===== config.mk =====
export PLATFORM = sky130hd
export DESIGN_NAME = sd64_post_flat
export DESIGN_NICKNAME = d
export VERILOG_FILES = /design/src/sd64_pkg.sv /design/src/sd64_if.sv /design/src/sd64_post.sv /design/src/flat_wrapper.sv
export SDC_FILE = /design/constraint.sdc
export NUM_CORES = 1
export LEC_CHECK = 0
export BUFFER_PORTS_ARGS = -buffer_cell sky130_fd_sc_hd__buf_2
export CAP_MARGIN = 25
export CORE_MARGIN = 2
export CORE_UTILIZATION = 45
export DETAILED_ROUTE_END_ITERATION = 10
export HOLD_SLACK_MARGIN = 0.12
export PLACE_DENSITY = 0.84
export SLEW_MARGIN = 20
export SYNTH_ARGS = -nofsm -noshare
export SYNTH_HDL_FRONTEND = slang
export SYNTH_SLANG_ARGS = --single-unit

===== constraint.sdc =====
create_clock -name clk_i -period 4.6 [get_ports clk_i]
set_input_delay 0 -clock clk_i [delete_from_list [all_inputs] [get_ports clk_i]]
set_output_delay 0 -clock clk_i [all_outputs]
set_load 0.01 [all_outputs]

===== src/sd64_pkg.sv =====
`timescale 1ns / 1ps

package sd64_pkg;

  // Width of the operand and result fields at the block's ports.
  localparam int unsigned XLEN = 64;

  // Default number of significant operand bits (range 8 to 64).
  localparam int unsigned DATA_WIDTH_DEF = 64;

  // Per-item side information that travels down the pipeline with the data.
  typedef struct packed {
    logic nneg;  // dividend was negative
    logic dneg;  // divisor was negative
    logic dz;    // divisor was zero
  } flags_t;

endpackage


===== src/sd64_if.sv =====


// Result channel: quotient, remainder and zero-divisor flag per transfer.
interface sd64_out_if;
  logic                               valid;
  logic                               ready;
  logic signed [sd64_pkg::XLEN-1:0]   quotient;
  logic signed [sd64_pkg::XLEN-1:0]   remainder;
  logic                               divide_by_zero;

  modport source (output valid, output quotient, output remainder,
                  output divide_by_zero, input ready);
  modport sink (input valid, input quotient, input remainder,
                input divide_by_zero, output ready);
endinterface


===== src/sd64_post.sv =====
`timescale 1ns / 1ps

// Output stage: restores the signs, handles a zero divisor, sign-extends to
// the port width and holds the result until the receiver takes it.
module sd64_post #(
  parameter int unsigned DATA_WIDTH = sd64_pkg::DATA_WIDTH_DEF
) (
  input  logic                   clk_i,
  input  logic                   rst_ni,
  input  logic                   valid_i,
  output logic                   ready_o,
  input  logic [DATA_WIDTH-1:0]  rem_i,
  input  logic [DATA_WIDTH-1:0]  numq_i,
  input  sd64_pkg::flags_t       flags_i,
  sd64_out_if.source             out_o
);

  localparam int unsigned XW = sd64_pkg::XLEN;

  logic                         valid_q;
  logic                         load;
  logic signed [DATA_WIDTH-1:0] quo_w;
  logic signed [DATA_WIDTH-1:0] rem_w;
  logic signed [XW-1:0]         quo_d, quo_q;
  logic signed [XW-1:0]         rem_d, rem_q;
  logic                         dz_q;

  assign load    = !valid_q || out_o.ready;
  assign ready_o = load;

  // Quotient is negative when exactly one operand was; the remainder follows
  // the dividend. A zero divisor forces both to zero.
  always_comb begin
    if (flags_i.dz) begin
      quo_w = '0;
      rem_w = '0;
    end else begin
      quo_w = (flags_i.nneg ^ flags_i.dneg) ? ({DATA_WIDTH{1'b0}} - numq_i) : numq_i;
      rem_w = flags_i.nneg ? ({DATA_WIDTH{1'b0}} - rem_i) : rem_i;
    end
    quo_d = XW'(quo_w);
    rem_d = XW'(rem_w);
  end

  // Valid bit.
  always_ff @(posedge clk_i or negedge rst_ni) begin
    if (!rst_ni) begin
      valid_q <= 1'b0;
    end else if (load) begin
      valid_q <= valid_i;
    end
  end

  // Result registers.
  always_ff @(posedge clk_i) begin
    if (load && valid_i) begin
      quo_q <= quo_d;
      rem_q <= rem_d;
      dz_q  <= flags_i.dz;
    end
  end

  assign out_o.valid          = valid_q;
  assign out_o.quotient       = quo_q;
  assign out_o.remainder      = rem_q;
  assign out_o.divide_by_zero = dz_q;

endmodule


===== src/flat_wrapper.sv =====
// flat-port wrapper written by rule: the top's interface ports become plain ports
module sd64_post_flat 
#(
  parameter int unsigned DATA_WIDTH = sd64_pkg::DATA_WIDTH_DEF
)
  (clk_i, rst_ni, valid_i, ready_o, rem_i, numq_i, flags_i, out_o_valid, out_o_quotient, out_o_remainder, out_o_divide_by_zero, out_o_ready);
  sd64_out_if out_o_i ();
  input  logic clk_i;
  input  logic rst_ni;
  input  logic valid_i;
  output logic ready_o;
  input  logic [DATA_WIDTH-1:0] rem_i;
  input  logic [DATA_WIDTH-1:0] numq_i;
  input  sd64_pkg::flags_t flags_i;
  output wire logic [$bits(out_o_i.valid)-1:0] out_o_valid;
  output wire logic [$bits(out_o_i.quotient)-1:0] out_o_quotient;
  output wire logic [$bits(out_o_i.remainder)-1:0] out_o_remainder;
  output wire logic [$bits(out_o_i.divide_by_zero)-1:0] out_o_divide_by_zero;
  input wire logic [$bits(out_o_i.ready)-1:0] out_o_ready;
  assign out_o_valid = out_o_i.valid;
  assign out_o_quotient = out_o_i.quotient;
  assign out_o_remainder = out_o_i.remainder;
  assign out_o_divide_by_zero = out_o_i.divide_by_zero;
  assign out_o_i.ready = out_o_ready;
  sd64_post #(.DATA_WIDTH(DATA_WIDTH)) u_core (.clk_i(clk_i), .rst_ni(rst_ni), .valid_i(valid_i), .ready_o(ready_o), .rem_i(rem_i), .numq_i(numq_i), .flags_i(flags_i), .out_o(out_o_i));
endmodule

==> impl_results.md <==
- EDFF count, synth: approximately 130
- Iter 0 DRT Violations: around 950
- Finished Layout Cells: 1474
- Met3 Wirelength: ~2.5 mm
- Pin count of the biggest net entering global routing: between 70 and 80
- Worst-path fanout max: 13
- Fraction of layout cells with a size suffix above 1: 0.300
- Number of placement rows: a little under 50
- Clk_lat worst skew: around 400 ps
- Vias: 8913
- NumNets Final: about 1400
- Synth Warn #: 0
- Post-Route WL: ~29 mm
- H-tree Lvls: 4
- Cell Pwr Density: 297 nW/um^2
- Hold Vio Cnt, Final: 0
- RePlAce Congestion: 0.927
- Max Cap Violations: 0
- Clock buffer depth: 2
- Placed cells: ~1300
- Final worst-path cycle share: 0.727
- Critical path launch point type: input pin
- Drt wl/cell: 19.4 um
- Initial core utilization: 0.462
- Skew final: 8.40 ps
- Global-route wire length before repair: roughly 44 mm
- Post-route setup TNS: 0 ps
- Antenna-violating nets left: 0
- Mean post-synth cell area: ~10 um^2
- Worst path slowest cell: or3_1
- DP HPWL: between 15 and 20 mm
- Post-Route M1 WL: 11.0 mm
- Top cells by count, synth: nor2_1, edfxtp_1, xor2_1
- Drt pass-1 iters: 7
- Synth async-reset ratio: 0.00769
- Post CTS Setup Buffer Count: 0
- Max IR drop VDD: approximately 240 uV
- Critical Path AT: roughly 3600 ps
- CP bufs+invs: 3
- Die Wd: 140 um
- CP top delay family: simple AND/OR/NAND/NOR gates
- Post-cts resize count: 0
- CP required: about 4900 ps
- IO buf count: ~270
- Register bit total from synthesis: 130
- Highest routed metal layer: met4
- Yosys top cell by area: edfxtp_1
- Worst Setup End Kind: register
- Mapped Area: roughly 8300 um^2
- Synth Flop Type: edfxtp_1
- Count leader, synth: nor2_1
- Final setup fails: 0
- Sinks on the clock net: 130
- Worst rel slew slack: 0.356
- DRC errors left: 0
- Cells after Synth: about 840
- RSZ-0062 raised after global routing: false
- Core area: 18000 um^2
- GRT overflow: 0
- Die height: ~140 um
- Post-synthesis sequential area ratio: 0.469
- Clk slew on worst S/H paths: about 60 ps
- Worst slew pin tran: 967 ps
- Max Clk Rate: 0.299 GHz
- Hold crit path type: input pin to register
- Total leakage power: between 4 and 5 nW
- I/O pin total: ~270
- Vias/cell: between 6 and 7
- Initial antenna violation count: 3
- Num CTS Buffers: 17
- Setup CP Type: input pin to register
- Status: finished clean
- Area Overhead vs Synth: 42.4%
- Final Max Slew Viols: 0
- Total Power: between 3 and 4 mW
- Netlist cell types: 56
- Top cells by area, synth: edfxtp_1, nor2_1, xor2_1
- Yosys top cell area share: 0.465
- Fin crit period: about 3300 ps
- Crit-path cells: dlygate4sd3_1, buf_2, nor4_1, nand3_1, or3_1, or4_1, nand3_1, dlygate4sd3_1
- Root buf cell: clkbuf_16
- GR Util All Layers: 0.283
- CTS tree: built
- WL met2: 13.6 mm
- Vias in the first global route: about 8700
- Syn_nets: slightly below 1000
- Die ar.: 19600 um^2
- Post-CTS Hold Fix Bufs: 142
- Final hold slack: approximately 160 ps
- CP max stage delay: about 590 ps
[cell type report]
class / count / area [um^2]
diodes: 3 / 7.51
clock inverters: 15 / 159
inverters: 17 / 63.8
repair buffers: 417 / 2840
fillers: 1341 / 6180
flip-flops and latches: 130 / 3900
clock buffers: 17 / 425
multi-input cells: 646 / 4170
well taps: 229 / 287
[report_power, final]
part / total [mW] / switching [mW] / internal [mW] / leakage (nW)
Combinational: 0.717 / 0.392 / 0.325 / 3.08
Sequential: 1.44 / 0.0249 / 1.41 / 1.28
Clock: 1.37 / 0.563 / 0.804 / 0.291
[cell families (layout without fill, tap and decap cells)]
kind of cell,after synthesis,in the layout,synth area share
and+or+nand+nor,390,390,0.251
xor gates and xnor gates,67,67,0.0705
AOI/OAI and AO/OA,144,144,0.117
DFF,130,130,0.469
muxes,43,43,0.0577
other,0,3,0
adders and majority gates,2,2,0.00301
buffers and inverters,66,466,0.0317
[worst register-to-register path: cells and delay by family (launching register included)]
kind / cells / cell delay [ps]
AND/OR/NAND/NOR: 2 / 890
buffers and inverters: 1 / 460
flip-flops: 1 / 370
[layout by cell type (no fill, tap or decap), types with 6 or more instances in the layout]
| master | count |
|---|---|
| o21ai_0 | 34 |
| o41ai_1 | 23 |
| or4_1 | 19 |
| buf_2 | 264 |
| nor4_1 | 33 |
| xnor2_1 | 13 |
| xor2_1 | 53 |
| nand2b_1 | 8 |
| clkbuf_16 | 17 |
| a31oi_1 | 16 |
| dlygate4sd3_1 | 142 |
| inv_1 | 16 |
| nor3_1 | 40 |
| nor2b_1 | 34 |
| edfxtp_1 | 129 |
| mux2_2 | 36 |
| or3_1 | 18 |
| o31ai_1 | 15 |
| nand4_1 | 9 |
| mux2i_1 | 6 |
| buf_4 | 10 |
| clkinv_4 | 7 |
| or2_2 | 8 |
| a21oi_1 | 28 |
| nand3_1 | 15 |
| nand2_1 | 24 |
| nor2_1 | 141 |
| a41oi_1 | 13 |
[metrics by stage]
step                area (um^2)  utilization  setup WS [ps]
global placement           9830        0.545           1590
global route              11800        0.657           1090
finish                    11800        0.657           1250
detailed placement         9830        0.545           1540
CTS                       11800        0.656           1320
floorplan                  8320            -            527
[final timing paths]
| kind | cells after the start | endpoint | slack (ps) | start |
|---|---|---|---|---|
| max | 8 | u_core.out_o.remainder[59] | 1250 | rem_i[22] |
| min | 3 | u_core.out_o.remainder[58] | 160 | rem_i[58] |
| max reg2reg | 3 | u_core.out_o.quotient[26] | 2520 | u_core.out_o.valid |
| min reg2reg | 3 | u_core.out_o.valid | 1070 | u_core.out_o.valid |
| max in group asynchronous | 3 | u_core.out_o.valid | 4080 | rst_ni |
| min in group asynchronous | 3 | u_core.out_o.valid | 420 | rst_ni |
[registers in the layout, summed over array words and instances, names as in the netlist]
register / cells
u_core.out_o.quotient: 64
u_core.out_o.remainder: 64
u_core.out_o.divide_by_zero: 1
u_core.out_o.valid: 1
[routing by layer]
layer / global-route usage / vias to the layer above
met3: 0.0615 / 147
met4: 0.155 / 0
met5: 0 / -
met1: 0.349 / 4155
li1: - / 3986
met2: 0.463 / 625
(Power assumes the default switching activity.)
