**config.mk**
```make
export PLATFORM = sky130hd
export DESIGN_NAME = sd64_prep_flat
export DESIGN_NICKNAME = d
export VERILOG_FILES = /design/src/sd64_pkg.sv /design/src/sd64_if.sv /design/src/sd64_prep.sv /design/src/flat_wrapper.sv
export SDC_FILE = /design/constraint.sdc
export NUM_CORES = 1
export LEC_CHECK = 0
export CAP_MARGIN = 20
export CORE_MARGIN = 8
export CORE_UTILIZATION = 40
export DETAILED_ROUTE_END_ITERATION = 12
export DONT_BUFFER_PORTS = 1
export GPL_ROUTABILITY_DRIVEN = 0
export SETUP_SLACK_MARGIN = 0.4
export SLEW_MARGIN = 25
export SYNTH_ARGS = -nofsm -noshare
export SYNTH_HDL_FRONTEND = slang
export SYNTH_SLANG_ARGS = --single-unit
```
**constraint.sdc**
```tcl
create_clock -name clk_i -period 3.7 [get_ports clk_i]
set_input_delay 0.555 -clock clk_i [delete_from_list [all_inputs] [get_ports clk_i]]
set_output_delay 0.555 -clock clk_i [all_outputs]
set_load 0.01 [all_outputs]
```
**src/sd64_pkg.sv**
```systemverilog
`timescale 1ns / 1ps

package sd64_pkg;

  // Width of the operand and result fields at the block's ports.
  localparam int unsigned XLEN = 64;

  // Default number of significant operand bits (range 8 to 64).
  localparam int unsigned DATA_WIDTH_DEF = 64;

  // Per-item side information that travels down the pipeline with the data.
  typedef struct packed {
    logic nneg;  // dividend was negative
    logic dneg;  // divisor was negative
    logic dz;    // divisor was zero
  } flags_t;

endpackage

```
**src/sd64_if.sv**
```systemverilog
`timescale 1ns / 1ps

// Operand channel: one dividend and one divisor per transfer.
interface sd64_in_if;
  logic                               valid;
  logic                               ready;
  logic signed [sd64_pkg::XLEN-1:0]   dividend;
  logic signed [sd64_pkg::XLEN-1:0]   divisor;

  modport source (output valid, output dividend, output divisor, input ready);
  modport sink (input valid, input dividend, input divisor, output ready);
endinterface


```
**src/sd64_prep.sv**
```systemverilog
`timescale 1ns / 1ps

// Input stage: takes the operands, forms their magnitudes, sign flags and zero-divisor flag.
module sd64_prep #(
  parameter int unsigned DATA_WIDTH = sd64_pkg::DATA_WIDTH_DEF
) (
  input  logic                   clk_i,
  input  logic                   rst_ni,
  sd64_in_if.sink                in_i,
  output logic                   valid_o,
  input  logic                   ready_i,
  output logic [DATA_WIDTH-1:0]  numq_o,
  output logic [DATA_WIDTH-1:0]  den_o,
  output sd64_pkg::flags_t       flags_o
);

  logic                  valid_q;
  logic                  load;
  logic [DATA_WIDTH-1:0] num_w;
  logic [DATA_WIDTH-1:0] den_w;
  logic [DATA_WIDTH-1:0] num_d, num_q;
  logic [DATA_WIDTH-1:0] den_d, den_q;
  sd64_pkg::flags_t      flags_d, flags_q;

  // The stage takes a transfer when it is empty or its content moves on.
  assign load       = !valid_q || ready_i;
  assign in_i.ready = load;

  // Only the low DATA_WIDTH bits count; the top one of them is the sign.
  assign num_w = in_i.dividend[DATA_WIDTH-1:0];
  assign den_w = in_i.divisor[DATA_WIDTH-1:0];

  // Magnitudes in two's complement; the most negative value maps onto itself,
  // which read unsigned is the correct magnitude.
  always_comb begin
    flags_d.nneg = num_w[DATA_WIDTH-1];
    flags_d.dneg = den_w[DATA_WIDTH-1];
    flags_d.dz   = (den_w == '0);
    num_d        = flags_d.nneg ? ({DATA_WIDTH{1'b0}} - num_w) : num_w;
    den_d        = flags_d.dneg ? ({DATA_WIDTH{1'b0}} - den_w) : den_w;
  end

  // Valid bit.
  always_ff @(posedge clk_i or negedge rst_ni) begin
    if (!rst_ni) begin
      valid_q <= 1'b0;
    end else if (load) begin
      valid_q <= in_i.valid;
    end
  end

  // Payload registers.
  always_ff @(posedge clk_i) begin
    if (load && in_i.valid) begin
      num_q   <= num_d;
      den_q   <= den_d;
      flags_q <= flags_d;
    end
  end

  assign valid_o = valid_q;
  assign numq_o  = num_q;
  assign den_o   = den_q;
  assign flags_o = flags_q;

endmodule

```
**src/flat_wrapper.sv**
```systemverilog
// flat-port wrapper written by rule: the top's interface ports become plain ports
module sd64_prep_flat 
#(
  parameter int unsigned DATA_WIDTH = sd64_pkg::DATA_WIDTH_DEF
)
  (clk_i, rst_ni, valid_o, ready_i, numq_o, den_o, flags_o, in_i_valid, in_i_dividend, in_i_divisor, in_i_ready);
  sd64_in_if in_i_i ();
  input  logic clk_i;
  input  logic rst_ni;
  output logic valid_o;
  input  logic ready_i;
  output logic [DATA_WIDTH-1:0] numq_o;
  output logic [DATA_WIDTH-1:0] den_o;
  output sd64_pkg::flags_t flags_o;
  input wire logic [$bits(in_i_i.valid)-1:0] in_i_valid;
  input wire logic [$bits(in_i_i.dividend)-1:0] in_i_dividend;
  input wire logic [$bits(in_i_i.divisor)-1:0] in_i_divisor;
  output wire logic [$bits(in_i_i.ready)-1:0] in_i_ready;
  assign in_i_i.valid = in_i_valid;
  assign in_i_i.dividend = in_i_dividend;
  assign in_i_i.divisor = in_i_divisor;
  assign in_i_ready = in_i_i.ready;
  sd64_prep #(.DATA_WIDTH(DATA_WIDTH)) u_core (.clk_i(clk_i), .rst_ni(rst_ni), .in_i(in_i_i), .valid_o(valid_o), .ready_i(ready_i), .numq_o(numq_o), .den_o(den_o), .flags_o(flags_o));
endmodule
```
==> results.json, run 1 <==
{
  "start_util_pct": 40.7,
  "period_needed_ns": 2.59,
  "outcome": "finished clean",
  "fmax_mhz": 386,
  "grt_pass1_vias": 4747,
  "post-cts-setup-buffers": 0,
  "num_rows": 48,
  "wl_per_cell_um": 24.1,
  "instances_no_fill": 805,
  "num_vias": 4742,
  "postSynthAreaPerCell_um2": 12.4,
  "clock_latency_ns": 0.41,
  "pre_cts_slack_ns": 0.675,
  "cp.required_ns": 3.85,
  "clock_path_buffers": 2,
  "final_layout_size_suffix_gt1_share_pct": 10.5,
  "syn_area_um2": 7010,
  "gr-total-overflow": 0,
  "viasPerCell": 5.89,
  "cp_max_fo": 4,
  "ctsResizeCount": 0,
  "setup_viol": 0,
  "antenna_found_initial": 0,
  "ant_nets": 0,
  "finalClockSkew_ns": 0.0132,
  "p_per_area_nw_per_um2": 468,
  "post-route-util_pct": 45.0,
  "yosysUniqueCellTypes": 42,
  "postSynthCellCount": 565,
  "synth-main-ff-cell": "edfxtp_1",
  "die_area_um2": 22000,
  "dr.pass1.iters": 7,
  "wl_um": 19400,
  "end_kind": "flip-flop",
  "die_h_um": 148,
  "n_antenna_cell": 0,
  "timing.hold.worst.class": "primary input to flip-flop",
  "synth_seq_cells": 132,
  "path_clk_slew_ns": 0.06,
  "finalInstanceArea_um2": 7760,
  "synth_nets": 699,
  "synth-edff-count": 131,
  "grt_first_pass_wirelength_um": 28600,
  "seq_area_frac_synth_pct": 56.5,
  "async_flop_share_pct": 0.758,
  "max_cap_violations": 0,
  "fin_nets": 701,
  "peakVddDrop_uv": 296,
  "cts-buffers-inserted": 17,
  "hold_ws_ns": 0.234,
  "slew_headroom_pct": 52.4,
  "setup_ws_ns": 1.11,
  "port-buffer-count": 0,
  "core_um2": 17200,
  "cts_max_level": 4,
  "io-pin-count": 265,
  "worst_pin_slew_ns": 0.708,
  "area_delta_synth_final_pct": 10.7,
  "crit_arrival_ns": 2.74,
  "maxSlewViolCount": 0,
  "finalHoldViolCount": 0,
  "synth.yosys.warnings": 0,
  "drt-initial-drc-count": 235,
  "fin_crit_sh_pct": 69.9,
  "mostFrequentLayoutCell": "edfxtp_1",
  "cts_sinks": 132,
  "p_total_mw": 3.63,
  "final_cell_mix": "edfxtp_1, xnor2_1, o31ai_1",
  "cts-hold-fix-buffers": 1,
  "place_area_um2": 7240,
  "path_class": "primary input to flip-flop",
  "track_usage_pct": 16.9,
  "setup_tns_ns": 0,
  "grt_max_degree": 67,
  "rsz0062_at_grt": "no",
  "startpoint_type": "primary input",
  "root_buffer": "clkbuf_16",
  "die_width_um": 148,
  "power_leakage_nw": 2.24,
  "cts_tree": "built",
  "remaining_drc_errors": 0,
  "dp.final_hpwl_um": 15100,
  "placed_cells": 772
}
==> critical path, stage by stage <==
cell	delay, ns
inv_1	0.05
ha_1	0.18
or4b_2	0.59
nor4_1	0.51
nand4_1	0.34
o41ai_1	0.40
xnor2_1	0.11
==> final cells by class <==
class,count,area [um^2]
Fill cell,1537,9480
Timing Repair Buffer,5,52.6
Tap cell,225,282
Multi-Input combinational cell,406,2940
Clock buffer,21,440
Inverter,5,18.8
Sequential cell,132,3960
Clock inverter,11,63.8
==> flip-flops by register name (all words and copies together) (netlist names) <==
name	cells
u_core.den_o	64
u_core.valid_o	1
u_core.numq_o	64
u_core.flags_o	3
==> routing by layer <==
| metal | vias up | part of all wire, % | global-route usage, % |
|---|---|---|---|
| met1 | 2293 | 35 | 16.7 |
| met2 | 240 | 50 | 29.4 |
| met4 | 0 | 1.5 | 5.51 |
| met5 | - | 0 | 0 |
| met3 | 21 | 13 | 9.66 |
| li1 | 2188 | - | - |
==> path summary, 6_finish.rpt <==
| path | cells past startpoint | to | from | slack (ns) |
|---|---|---|---|---|
| max in group asynchronous | 1 | u_core.valid_o | rst_ni | 3.25 |
| worst max-delay path | 7 | u_core.numq_o[52] | in_i_dividend[1] | 1.11 |
| min in group asynchronous | 1 | u_core.valid_o | rst_ni | 0.35 |
| worst min-delay path | 0 | u_core.den_o[0] | in_i_divisor[0] | 0.23 |
| worst max register to register | 3 | u_core.numq_o[61] | u_core.valid_o | 1.73 |
| worst min register to register | 2 | u_core.valid_o | u_core.valid_o | 0.70 |
==> cells in the mapped netlist (3+ instances only) <==
cell | number | share of area, %
nor3_1 | 13 | 0.93
o31ai_1 | 45 | 4.8
nor2_1 | 14 | 0.75
o21ai_0 | 33 | 2.4
nand3_1 | 12 | 0.86
nor4_1 | 10 | 0.89
edfxtp_1 | 131 | 56
nand2_1 | 38 | 2.0
nand2b_1 | 5 | 0.45
xnor2_1 | 121 | 15
or4b_1 | 3 | 0.43
inv_1 | 5 | 0.27
or4_1 | 22 | 2.4
nand4_1 | 5 | 0.45
o41ai_2 | 5 | 1.2
o41ai_1 | 17 | 2.1
or4_4 | 3 | 0.48
nor4_2 | 4 | 0.71
or3_1 | 23 | 2.1
or2_2 | 13 | 1.2
clkbuf_1 | 18 | 0.96
==> cell families after synthesis <==
| kind of cell | synth area share [%] |
|---|---|
| compound gates | 11.1 |
| xor+xnor | 15.2 |
| flops | 56.5 |
| fa+ha+maj | 0.357 |
| buf+inv | 1.57 |
| simple gates | 15.2 |
==> power by group <==
part           leakage (nW)  switching, mW  internal [mW]
logic                 0.734          0.132          0.133
registers              1.26          0.106           1.80
clock network         0.241          0.617          0.845
Note: power is estimated with default switching activity, not from simulation.
==> run 2: changes to the inputs <==
==> constraint.sdc (replaced) <==
create_clock -name clk_i -period 2.2 [get_ports clk_i]
set_input_delay 0.33 -clock clk_i [delete_from_list [all_inputs] [get_ports clk_i]]
set_output_delay 0.33 -clock clk_i [all_outputs]
set_load 0.01 [all_outputs]
==> run 2 against run 1 <==
Register-to-register slack got worse by 1.0 ns. Final cell count rose by 9.1%. Via count rose by 6.0%. Critical path depth fell by 1. Worst setup slack got worse by 1.0 ns. Clock-buffer cell count rose by 1. Routed wire length rose by 11%. Combinational power rose by 120%. Sequential power rose by 68%. Die area did not move. Worst hold slack got worse by 0.20 ns. Global-route usage rose by 2.2 points. Largest cell class is now multi-input combinational cells.
==> results.json, run 2 (synthesized netlist as in run 1, its figures left out) <==
{
  "p_seq_share_pct": 50.0,
  "io-pin-count": 265,
  "worst_pin_slew_ns": 0.506,
  "ant_nets": 0,
  "power_frac_comb_pct": 8.9,
  "cp_max_fo": 10,
  "fmax_mhz": 475,
  "clock_latency_ns": 0.41,
  "grt_max_degree": 67,
  "antenna_found_initial": 0,
  "area_delta_synth_final_pct": 38.1,
  "die_area_um2": 22000,
  "num_rows": 48,
  "fin_nets": 776,
  "cts_max_level": 4,
  "drt-initial-drc-count": 251,
  "post-route-util_pct": 56.2,
  "outcome": "finished clean",
  "power_leakage_nw": 3.15,
  "nFillCells": 1410,
  "maxSlewViolCount": 0,
  "mostFrequentLayoutCell": "edfxtp_1",
  "start_util_pct": 40.7,
  "num_vias": 5027,
  "path_clk_slew_ns": 0.05,
  "clkPwrFrac_pct": 41.1,
  "wl_um": 21500,
  "finalClockSkew_ns": 0.00800,
  "rsz0062_at_grt": "yes",
  "crit_arrival_ns": 2.26,
  "p_per_area_nw_per_um2": 662,
  "startpoint_type": "primary input",
  "clock_path_buffers": 2,
  "period_needed_ns": 2.11,
  "die_h_um": 148,
  "fin_crit_sh_pct": 95.7,
  "root_buffer": "clkbuf_16",
  "peakVddDrop_uv": 532,
  "cts_tree": "built",
  "hold_ws_ns": 0.0347,
  "port-buffer-count": 0,
  "grt_pass1_vias": 5229,
  "track_usage_pct": 19.1,
  "slew_headroom_pct": 66.2,
  "end_kind": "flip-flop",
  "grt_first_pass_wirelength_um": 32000,
  "final_cell_mix": "edfxtp_1, xnor2_1, buf_4",
  "remaining_drc_errors": 0,
  "setup_viol": 0,
  "cts-buffers-inserted": 17,
  "dp.final_hpwl_um": 16100,
  "max_cap_violations": 0,
  "viasPerCell": 5.73,
  "core_um2": 17200,
  "cts_sinks": 132,
  "die_width_um": 148,
  "timing.hold.worst.class": "primary input to flip-flop",
  "gr-total-overflow": 0,
  "p_sw_mw": 1.43,
  "n_antenna_cell": 0,
  "switching_share_pct": 22.3,
  "finalHoldViolCount": 0,
  "crit_chain": "or4_4, nor4_4, or4b_4, buf_12, o41ai_4, xnor2_1",
  "wl_per_cell_um": 24.5,
  "p_int_mw": 4.98,
  "path_class": "primary input to flip-flop",
  "cp.required_ns": 2.35,
  "dr.pass1.iters": 5,
  "slowest_stage": "or4_4",
  "final_layout_size_suffix_gt1_share_pct": 37.1,
  "crit_path_max_incr_delay_ns": 0.55
}
[run 2: metrics by stage]
stage	setup TNS (ns)	power (mW)	instance area, um^2	cells	setup WS [ns]
5_1_grt	0	6.63	9680	878	0.0606
6_report	0	6.41	9680	878	0.0943
4_1_cts	0	6.48	9410	875	0.148
2_1_floorplan	-1.74	3.66	7720	565	-0.186
3_5_place_dp	-6.05	3.79	8430	831	-0.335
3_3_place_gp	-4.92	3.77	8430	831	-0.312
[run 2: final cells by class]
type | instances | area (um^2) | share of cell area (%)
well taps | 225 | 282 | 2.91
repair buffers | 80 | 778 | 8.04
clock inverters | 8 | 86.3 | 0.892
multi-input cells | 406 | 4090 | 42.3
clock buffers | 22 | 444 | 4.59
inverters | 5 | 36.3 | 0.375
flip-flops and latches | 132 | 3960 | 40.9
[run 2: worst paths after layout]
check / start / end / slack [ns] / cells past startpoint
max in group asynchronous: rst_ni / u_core.valid_o / 1.96 / 1
hold reg to reg: u_core.valid_o / u_core.valid_o / 0.69 / 2
setup reg to reg: u_core.valid_o / u_core.numq_o[28] / 0.69 / 3
min in group asynchronous: rst_ni / u_core.valid_o / 0.13 / 1
setup / recovery: in_i_divisor[0] / u_core.den_o[49] / 0.09 / 6
hold / removal: in_i_valid / u_core.valid_o / 0.03 / 1
[run 2: critical path: cells and delay by family]
kind / cells / cell delay [ns]
and+or+nand+nor: 3 / 1.35
AOI/OAI and AO/OA: 1 / 0.30
buffers and inverters: 1 / 0.17
xor gates and xnor gates: 1 / 0.10
[run 2: metal layers]
layer  up-vias  GRT usage (%)  share of wire [%]
li1       2348              -                  -
met1      2462           22.1                 40
met2       188           31.8                 50
met3        29           7.14                8.5
met4         0           7.14                2.0
met5         -              0                  0
[run 2: repair_timing]
item	4_1_cts	5_1_grt
buffers inserted	9	3
pin swaps	15	30
hold buffers	5	0
resized for setup	45	37
hold endpoints to repair	5	0
setup endpoints to repair	41	56
[run 2: power groups by stage]
| stage | logic, mW | clock network (mW) | registers (mW) |
|---|---|---|---|
| global placement | 0.507 | 0 | 3.26 |
| detailed placement | 0.526 | 0 | 3.26 |
| finish | 0.570 | 2.63 | 3.21 |
| global route | 0.621 | 2.78 | 3.22 |
| CTS | 0.559 | 2.70 | 3.22 |
| floorplan | 0.451 | 0 | 3.21 |
