<file path="src/sd64_pkg.sv">
`timescale 1ns / 1ps

package sd64_pkg;

  // Width of the operand and result fields at the block's ports.
  localparam int unsigned XLEN = 64;

  // Default number of significant operand bits (range 8 to 64).
  localparam int unsigned DATA_WIDTH_DEF = 64;

  // Per-item side information that travels down the pipeline with the data.
  typedef struct packed {
    logic nneg;  // dividend was negative
    logic dneg;  // divisor was negative
    logic dz;    // divisor was zero
  } flags_t;

endpackage

</file>
<file path="src/sd64_step.sv">
`timescale 1ns / 1ps

// One restoring shift-subtract step as a pipeline stage.
// numq holds the dividend bits not yet used at the top and the quotient
// bits found so far at the bottom.
module sd64_step #(
  parameter int unsigned DATA_WIDTH = sd64_pkg::DATA_WIDTH_DEF
) (
  input  logic                   clk_i,
  input  logic                   rst_ni,
  input  logic                   valid_i,
  output logic                   ready_o,
  input  logic [DATA_WIDTH-1:0]  rem_i,
  input  logic [DATA_WIDTH-1:0]  numq_i,
  input  logic [DATA_WIDTH-1:0]  den_i,
  input  sd64_pkg::flags_t       flags_i,
  output logic                   valid_o,
  input  logic                   ready_i,
  output logic [DATA_WIDTH-1:0]  rem_o,
  output logic [DATA_WIDTH-1:0]  numq_o,
  output logic [DATA_WIDTH-1:0]  den_o,
  output sd64_pkg::flags_t       flags_o
);

  logic                  valid_q;
  logic                  load;
  logic [DATA_WIDTH:0]   trial;
  logic [DATA_WIDTH:0]   diff;
  logic                  fit;
  logic [DATA_WIDTH-1:0] rem_d, rem_q;
  logic [DATA_WIDTH-1:0] numq_d, numq_q;
  logic [DATA_WIDTH-1:0] den_q;
  sd64_pkg::flags_t      flags_q;

  assign load    = !valid_q || ready_i;
  assign ready_o = load;

  // Bring down the next dividend bit and try to subtract the divisor.
  // The remainder stays below the divisor, so the shifted value fits.
  always_comb begin
    trial  = {rem_i, numq_i[DATA_WIDTH-1]};
    diff   = trial - {1'b0, den_i};
    fit    = !diff[DATA_WIDTH];
    rem_d  = fit ? diff[DATA_WIDTH-1:0] : trial[DATA_WIDTH-1:0];
    numq_d = {numq_i[DATA_WIDTH-2:0], fit};
  end

  // Valid bit.
  always_ff @(posedge clk_i or negedge rst_ni) begin
    if (!rst_ni) begin
      valid_q <= 1'b0;
    end else if (load) begin
      valid_q <= valid_i;
    end
  end

  // Payload registers.
  always_ff @(posedge clk_i) begin
    if (load && valid_i) begin
      rem_q   <= rem_d;
      numq_q  <= numq_d;
      den_q   <= den_i;
      flags_q <= flags_i;
    end
  end

  assign valid_o = valid_q;
  assign rem_o   = rem_q;
  assign numq_o  = numq_q;
  assign den_o   = den_q;
  assign flags_o = flags_q;

endmodule

</file>
<file path="config.mk">
export PLATFORM = sky130hd
export DESIGN_NAME = sd64_step
export DESIGN_NICKNAME = d
export VERILOG_FILES = /design/src/sd64_pkg.sv /design/src/sd64_step.sv
export SDC_FILE = /design/constraint.sdc
export NUM_CORES = 1
export LEC_CHECK = 0
export BUFFER_PORTS_ARGS = -buffer_cell sky130_fd_sc_hd__buf_2
export CAP_MARGIN = 20
export CORE_MARGIN = 2
export CORE_UTILIZATION = 25
export CTS_BUF_LIST = sky130_fd_sc_hd__clkbuf_2
export DETAILED_ROUTE_END_ITERATION = 12
export PLACE_DENSITY = 0.56
export SYNTH_ARGS = -nofsm -noshare
export SYNTH_HDL_FRONTEND = slang
export SYNTH_SLANG_ARGS = --single-unit
</file>
<file path="constraint.sdc">
create_clock -name clk_i -period 7.74 [get_ports clk_i]
set_input_delay 1.548 -clock clk_i [delete_from_list [all_inputs] [get_ports clk_i]]
set_output_delay 1.548 -clock clk_i [all_outputs]
set_load 0.005 [all_outputs]
</file>
==> results of run 1 <==
## report_power, final
group	switching [mW]	leakage [nW]	internal, mW	total (mW)
registers	0.0195	1.87	1.28	1.30
logic	0.382	4.06	0.307	0.689
clock network	0.418	0.145	0.164	0.582
## kinds of logic after synthesis
family	count (synthesis)
flops	196
fa+ha+maj	65
xor+xnor	54
mux	59
simple gates	225
compound gates	240
buf+inv	123
## how the worst max path moves through the flow
stage	to	slack, ns	cells after the start
after floorplan	den_o[0]	1.0	2
after global placement	rem_o[33]	2.11	13
after detailed placement	rem_o[23]	1.93	13
after CTS	rem_o[13]	3.25	13
after global routing	rem_o[7]	2.88	13
final	rem_o[7]	3.11	13
## worst reg2reg max path: stages (launching register included)
cell                       delay, ns
sky130_fd_sc_hd__dfrtp_1        0.44
sky130_fd_sc_hd__nand2b_1       0.12
sky130_fd_sc_hd__and2_4         0.44
sky130_fd_sc_hd__buf_4          0.70
## per-stage QoR
step	power, mW	utilization	cells	worst slack, ns
after global placement	2.01	0.310	1918	2.11
after global routing	2.73	0.317	1953	2.88
after floorplan	1.77	-	962	0.995
after CTS	2.63	0.317	1950	3.25
after detailed placement	2.02	0.310	1918	1.93
final	2.57	0.317	1953	3.11
## routing by layer
| layer | wire length (um) | part of all wire | global-route usage |
|---|---|---|---|
| met3 | 1650 | 0.049 | 0.0308 |
| met4 | 796 | 0.024 | 0.0613 |
| met5 | 11 | 0.00033 | 0 |
| met2 | 16700 | 0.49 | 0.248 |
| met1 | 14700 | 0.43 | 0.180 |
## state kept, by name, indices dropped and copies added (netlist names)
register	count
rem_o	64
flags_o	3
den_o	64
valid_o	1
numq_o	64
## placed cells by master, fill, tap and decap left out, types with 5 or more instances in the layout
| cell type | n |
|---|---|
| sky130_fd_sc_hd__nand3_1 | 11 |
| sky130_fd_sc_hd__a31o_2 | 5 |
| sky130_fd_sc_hd__clkbuf_2 | 17 |
| sky130_fd_sc_hd__xnor2_1 | 32 |
| sky130_fd_sc_hd__o21a_1 | 9 |
| sky130_fd_sc_hd__o21ai_0 | 41 |
| sky130_fd_sc_hd__mux2i_1 | 9 |
| sky130_fd_sc_hd__a31oi_1 | 10 |
| sky130_fd_sc_hd__and4_1 | 5 |
| sky130_fd_sc_hd__o31ai_1 | 6 |
| sky130_fd_sc_hd__o21bai_1 | 13 |
| sky130_fd_sc_hd__a21oi_1 | 78 |
| sky130_fd_sc_hd__edfxtp_1 | 195 |
| sky130_fd_sc_hd__xor2_1 | 22 |
| sky130_fd_sc_hd__nor2b_1 | 13 |
| sky130_fd_sc_hd__a211oi_1 | 6 |
| sky130_fd_sc_hd__clkinvlp_4 | 5 |
| sky130_fd_sc_hd__mux2_2 | 49 |
| sky130_fd_sc_hd__inv_1 | 87 |
| sky130_fd_sc_hd__ha_1 | 64 |
| sky130_fd_sc_hd__nand2_1 | 67 |
| sky130_fd_sc_hd__nor2_1 | 46 |
| sky130_fd_sc_hd__and3_1 | 10 |
| sky130_fd_sc_hd__buf_2 | 395 |
| sky130_fd_sc_hd__nand4_1 | 20 |
| sky130_fd_sc_hd__o211ai_1 | 5 |
| sky130_fd_sc_hd__nand2b_1 | 10 |
| sky130_fd_sc_hd__a21o_1 | 32 |
| sky130_fd_sc_hd__nor3_1 | 14 |
## cell type report
class / count / area, sq um / share of cell area
Antenna cell: 3 / 7.51 / 0.000538
Clock buffer: 17 / 85.1 / 0.00610
Clock inverter: 15 / 190 / 0.0136
Inverter: 88 / 333 / 0.0239
Multi-Input combinational cell: 643 / 4690 / 0.336
Sequential cell: 196 / 5880 / 0.422
Tap cell: 592 / 741 / 0.0531
Timing Repair Buffer: 399 / 2020 / 0.145
==> results_dict.tcl, run 1 <==
set metrics [dict create \
    outcome "finished clean" \
    crit_type "in2reg" \
    drt_first_pass_iters 5 \
    dpl_cell_area_sq_mm 0.0137 \
    timing.hold.ws_ns 0.262 \
    first_global_vias 8961 \
    post_drt_via_cell_ratio 4.56 \
    hold_viol 0 \
    synth_top_cells_by_count "195 x sky130_fd_sc_hd__edfxtp_1, 87 x sky130_fd_sc_hd__inv_1, 78 x sky130_fd_sc_hd__a21oi_1" \
    critPathBufInv 3 \
    mappedNetlistArea_sq_mm 0.0111 \
    initial_utilization 0.252 \
    crit_path_top_delay_cell "sky130_fd_sc_hd__inv_4" \
    cts_tree "done" \
    hold_buffers 0 \
    worst_hold_path_type "in2async" \
    maxClockFrequency_ghz 0.216 \
    routedWlPerCell_um 17.3 \
    synth_enable_flop_cells 195 \
    gr-usage-all-layers 0.146 \
    clock_tree.buffer_depth 2 \
    worst_clock_skew_ns 0.0434 \
    timing.max_slew.rel_slack 0.423 \
    layout_min_cycle_time_ns 4.63 \
    clock_tree.htree_level_count 4 \
    yosys.area_share.xor_xnor 0.0427 \
    r2r-start "valid_o" \
    maxSlewViolCount 0 \
    synth.top_cell.area_share 0.528 \
    synth_fa_ha_area_frac 0.0740 \
    stdcell_area_sq_mm 0.0139 \
    clk_latency_ns 1.03 \
    setup_viol 0 \
    hpwlAfterDp_um 27000 \
    chipHeight_um 215 \
    timing.critical_path.from_type "input port" \
    io_buffers 395 \
    synth_simple_gate_area_frac 0.105 \
    cellLeakagePower_nw 6.08 \
    final_nets 1609 \
    synthTopCellsByArea "sky130_fd_sc_hd__edfxtp_1 53%, sky130_fd_sc_hd__ha_1 7.2%, sky130_fd_sc_hd__mux2_2 5.0%, sky130_fd_sc_hd__a21oi_1 3.5%, sky130_fd_sc_hd__inv_1 2.9%" \
    worst_setup_path_startpoint "den_i[27]" \
    antenna_found_initial 3 \
    synth.area.mux_share 0.0592 \
    ys.flop_type "sky130_fd_sc_hd__edfxtp_1" \
    drtAntennaViolNets 0 \
    sequential_element_share_of_the_synthesized_area 0.530 \
    first_iter_violations 492 \
    dominant_combinational_cell_family_by_area_after_synthesis "compound AO/OA/AOI/OAI gates" \
    worst_ep_required_time_ns 8.55 \
    postCtsSetupRepairBufs 0 \
    post_route_cells_drive_above_1_share 0.373 \
    worst-r2r-setup-slack_ns 5.64 \
    setup.worst_path.end_class "flip-flop" \
    numClockSinks 196 \
    floorplan.die_area_sq_mm 0.0461 \
    fillCellCount 4595 \
    ir_worst_vdd_v 0.0000808 \
    synthToLayoutAreaGrowth_pct 25.8 \
    grt_max_degree 103 \
    cts_inserted_buffers 17 \
    synthesis.instances 962 \
    drc 0 \
    layout_worst_path_cycle_share 0.598 \
    synth_nets 1226 \
    setup_tns_ns 0 \
    ios 396 \
    totalWireLength_um 33800 \
    die-width_um 215 \
    num_vias 8898 \
    cap_violations 0 \
    critical_path_arrival_ns 5.44 \
    post_cts_gate_resize_count 0 \
    synth.avg_cell_area_sq_um 11.5 \
    critPathMaxFanout 59 \
    gp_congestion 0.833 \
    synth_compound_area_frac 0.142 \
    r2r_cells 3 \
    postSynthRegisterBits 196 \
    worst_pin_slew_ns 0.866 \
    synth-async-reset-ratio 0.00510 \
    critical-path-top-delay-family "simple AND/OR/NAND/NOR gates" \
    yosysMostFrequentCell "sky130_fd_sc_hd__edfxtp_1" \
    first_pass_grt_wire_length_um 51100 \
    critical_path.reg2reg.endpoint "numq_o[39]" \
    critPathMaxStageDelay_ns 0.68 \
    fp_rows 77 \
    rsz0062_at_grt "false" \
    overflow 0 \
    synth_cell_types 76 \
    synth-warning-count 0 \
    top_cell_type_by_total_area_after_synthesis "sky130_fd_sc_hd__edfxtp_1" \
    power.density_mw_per_mm2 184 \
    coreArea_sq_mm 0.0440 \
    path_cells "buf_2, inv_1, ha_1, nand4_2, nor4b_4, nand4_1, o22ai_2, o21ai_2, a211oi_2, o211ai_1, and3_1, inv_4, mux2_2" \
    path_clk_slew_ns 0.27 \
    clock-root-buffer "sky130_fd_sc_hd__clkbuf_2" \
]
(Power assumes the default switching activity.)
==> run 2, diff against run 1 <==
--- a/config.mk
+++ b/config.mk
@@ -5,6 +5,7 @@
 export SDC_FILE = /design/constraint.sdc
 export NUM_CORES = 1
 export LEC_CHECK = 0
+export ABC_AREA = 1
 export BUFFER_PORTS_ARGS = -buffer_cell sky130_fd_sc_hd__buf_2
 export CAP_MARGIN = 20
 export CORE_MARGIN = 2
==> constraint.sdc (replaced) <==
create_clock -name clk_i -period 3.9 [get_ports clk_i]
set_input_delay 0.78 -clock clk_i [delete_from_list [all_inputs] [get_ports clk_i]]
set_output_delay 0.78 -clock clk_i [all_outputs]
set_load 0.005 [all_outputs]
==> results_dict.tcl, run 2 <==
set metrics [dict create \
    yosys.area_share.xor_xnor 0.0206 \
    synth-warning-count 0 \
    ir_worst_vdd_v 0.000139 \
    synth.avg_cell_area_sq_um 7.26 \
    synth_compound_area_frac 0.0255 \
    synth_cell_types 32 \
    finish.cell_count_without_fillers 3125 \
    cts_tree "done" \
    setup_viol 0 \
    hold_viol 0 \
    clock_tree.buffer_depth 2 \
    drc 0 \
    layout_commonest_cell "sky130_fd_sc_hd__nand2_1" \
    chipHeight_um 233 \
    critPathMaxStageDelay_ns 0.52 \
    top_cell_type_by_total_area_after_synthesis "sky130_fd_sc_hd__edfxtp_1" \
    cellLeakagePower_nw 9.83 \
    critPathBufInv 5 \
    hpwlAfterDp_um 42200 \
    power.density_mw_per_mm2 303 \
    dominant_combinational_cell_family_by_area_after_synthesis "simple AND/OR/NAND/NOR gates" \
    synth_simple_gate_area_frac 0.320 \
    worst_clock_skew_ns 0.0492 \
    whs_path_depth 5 \
    synth_top_cells_by_count "796 x sky130_fd_sc_hd__nand2_1, 393 x sky130_fd_sc_hd__inv_1, 195 x sky130_fd_sc_hd__edfxtp_1" \
    maxClockFrequency_ghz 0.335 \
    coreArea_sq_mm 0.0522 \
    worst_pin_slew_ns 0.763 \
    worst-r2r-setup-slack_ns 2.25 \
    register_area_sq_mm 0.00588 \
    rsz0062_at_grt "false" \
    synth.top_cell.area_share 0.445 \
    critical-path-top-delay-family "simple AND/OR/NAND/NOR gates" \
    place.detailed.instances 2889 \
    synth_fa_ha_area_frac 0.0624 \
    overflow 0 \
    critical_path.most_common_cell "sky130_fd_sc_hd__nand2_2" \
    ios 396 \
    postSynthRegisterBits 196 \
    multi_input_comb_area_sq_mm 0.00565 \
    yosysMostFrequentCell "sky130_fd_sc_hd__nand2_1" \
    ys.flop_type "sky130_fd_sc_hd__edfxtp_1" \
    r2r-start "valid_o" \
    clock-root-buffer "sky130_fd_sc_hd__clkbuf_2" \
    post_drt_via_cell_ratio 4.14 \
    maxSlewViolCount 0 \
    synth_enable_flop_cells 195 \
    clock_tree.htree_level_count 4 \
    sequential_element_share_of_the_synthesized_area 0.447 \
    dpl_cell_area_sq_mm 0.0160 \
    synth-async-reset-ratio 0.00510 \
    mappedNetlistArea_sq_mm 0.0132 \
    first_iter_violations 589 \
    timing.hold.worst_endpoint "rem_o[44]" \
    first_global_vias 13200 \
    worst_ep_required_time_ns 4.83 \
    worst-path-stages 21 \
    r2r_cells 2 \
    post_cts_gate_resize_count 0 \
    fillCellCount 5594 \
    post_route_cells_drive_above_1_share 0.198 \
    crit_path_top_delay_cell "sky130_fd_sc_hd__dlygate4sd3_1" \
    critPathMaxFanout 37 \
    hold_buffers 198 \
    drtAntennaViolNets 0 \
    totalWireLength_um 51300 \
    grt_max_degree 111 \
    cts_inserted_buffers 17 \
    setup.worst_path.end_class "flip-flop" \
    layout_worst_path_cycle_share 0.765 \
    synthesis.instances 1812 \
    timing.max_slew.rel_slack 0.491 \
    worst_hold_path_type "in2reg" \
    critical_path.reg2reg.endpoint "rem_o[55]" \
    final_nets 2682 \
    initial_utilization 0.252 \
    crit_type "in2reg" \
    numClockSinks 196 \
    layout_min_cycle_time_ns 2.98 \
    synthTopCellsByArea "sky130_fd_sc_hd__edfxtp_1 45%, sky130_fd_sc_hd__nand2_1 23%, sky130_fd_sc_hd__inv_1 11%, sky130_fd_sc_hd__ha_1 6.1%, sky130_fd_sc_hd__nor2_1 2.9%" \
    gr-usage-all-layers 0.189 \
    num_vias 12900 \
    synthToLayoutAreaGrowth_pct 38.9 \
    outcome "finished clean" \
    first_pass_grt_wire_length_um 75700 \
    layout_common_cells "796 x sky130_fd_sc_hd__nand2_1, 395 x sky130_fd_sc_hd__buf_2, 391 x sky130_fd_sc_hd__inv_1" \
    utilization 0.350 \
    clk_latency_ns 1.07 \
    critical_path_arrival_ns 3.91 \
    postCtsSetupRepairBufs 0 \
    gp_congestion 0.894 \
    synth.area.mux_share 0 \
    timing.critical_path.from_type "input port" \
    antenna_found_initial 3 \
    drt_first_pass_iters 5 \
    io_buffers 395 \
    path_cells "dlygate4sd3_1, buf_2, inv_1, ha_1, fa_1, inv_1, nand2_1, nand2_1, nand3_1, nand2_2, nand2_1, nand2_2, nand2_1, nand2_2, nand2_2, nand2_2, nand2_2, nand2_2, buf_4, nand2_1, nand2_1" \
    die-width_um 233 \
    stdcell_area_sq_mm 0.0183 \
    synth_nets 2076 \
    beginning_of_the_worst_hold_path "rem_i[63]" \
    routedWlPerCell_um 16.4 \
    path_clk_slew_ns 0.33 \
    floorplan.die_area_sq_mm 0.0544 \
    cap_violations 0 \
    fp_rows 84 \
]
## run 2: cell count changes after synthesis, moves of 13 or more
cell,previous run,this run
sky130_fd_sc_hd__nand2_1,67,796
sky130_fd_sc_hd__inv_1,87,393
sky130_fd_sc_hd__nand3_1,11,70
sky130_fd_sc_hd__nor2_1,46,103
sky130_fd_sc_hd__mux2_2,49,0
sky130_fd_sc_hd__o21ai_0,41,3
sky130_fd_sc_hd__a21o_1,32,0
sky130_fd_sc_hd__xnor2_1,32,1
sky130_fd_sc_hd__nand2_2,0,29
sky130_fd_sc_hd__a21oi_1,78,52
sky130_fd_sc_hd__clkbuf_1,19,0
sky130_fd_sc_hd__nor2b_1,13,0
## run 2: cells by family after synthesis
family                     after synthesis
and+or+nand+nor                       1046
DFF                                    196
AOI/OAI and AO/OA                       63
adders and majority gates               65
xor gates and xnor gates                31
buffers and inverters                  411
## run 2: layout make-up
type	count	area share
antenna	6	0.000822
tap	688	0.0471
sequential	196	0.322
clock inverter	15	0.0124
multi-input combinational	1205	0.309
inverter	398	0.0824
timing repair buffer	600	0.222
clock buffer	17	0.00466
## run 2: worst reg2reg max path, cell delays in order, from the launching register on
cell	delay (ns)
sky130_fd_sc_hd__dfrtp_1	0.50
sky130_fd_sc_hd__a21oi_4	0.22
sky130_fd_sc_hd__buf_12	0.50
## run 2: how the worst max path moves through the flow
stage / start / end / slack (ns)
2_1_floorplan: ready_i / den_o[0] / -0.53
3_3_place_gp: numq_i[63] / rem_o[28] / 0.40
3_5_place_dp: numq_i[63] / rem_o[33] / 0.35
4_1_cts: numq_i[63] / rem_o[33] / 1.10
5_1_grt: numq_i[63] / rem_o[33] / 0.80
6_report: numq_i[63] / rem_o[33] / 0.92
## run 2: power by group
group          internal [mW]  switching (mW)
sequential              2.52          0.0390
combinational          0.662            1.06
clock                  0.277           0.969
total                   3.46            2.07
## run 2: per-layer routing
| metal | GRT usage | vias up | routed length (um) |
|---|---|---|---|
| li1 | - | 6751 | - |
| met1 | 0.233 | 5838 | 23100 |
| met2 | 0.332 | 307 | 24700 |
| met3 | 0.0400 | 40 | 2560 |
| met4 | 0.0506 | 0 | 966 |
| met5 | 0 | - | 0 |
## run 2: through the flow
step | hold WS [ns] | setup WS (ns) | power, mW | TNS (ns)
after floorplan | 0.484 | -0.534 | 3.56 | -104.10
after global placement | 0.540 | 0.397 | 4.19 | 0
after detailed placement | 0.556 | 0.354 | 4.20 | 0
after CTS | 0.109 | 1.10 | 5.65 | 0
after global routing | 0.195 | 0.799 | 5.91 | 0
final | 0.314 | 0.915 | 5.53 | 0
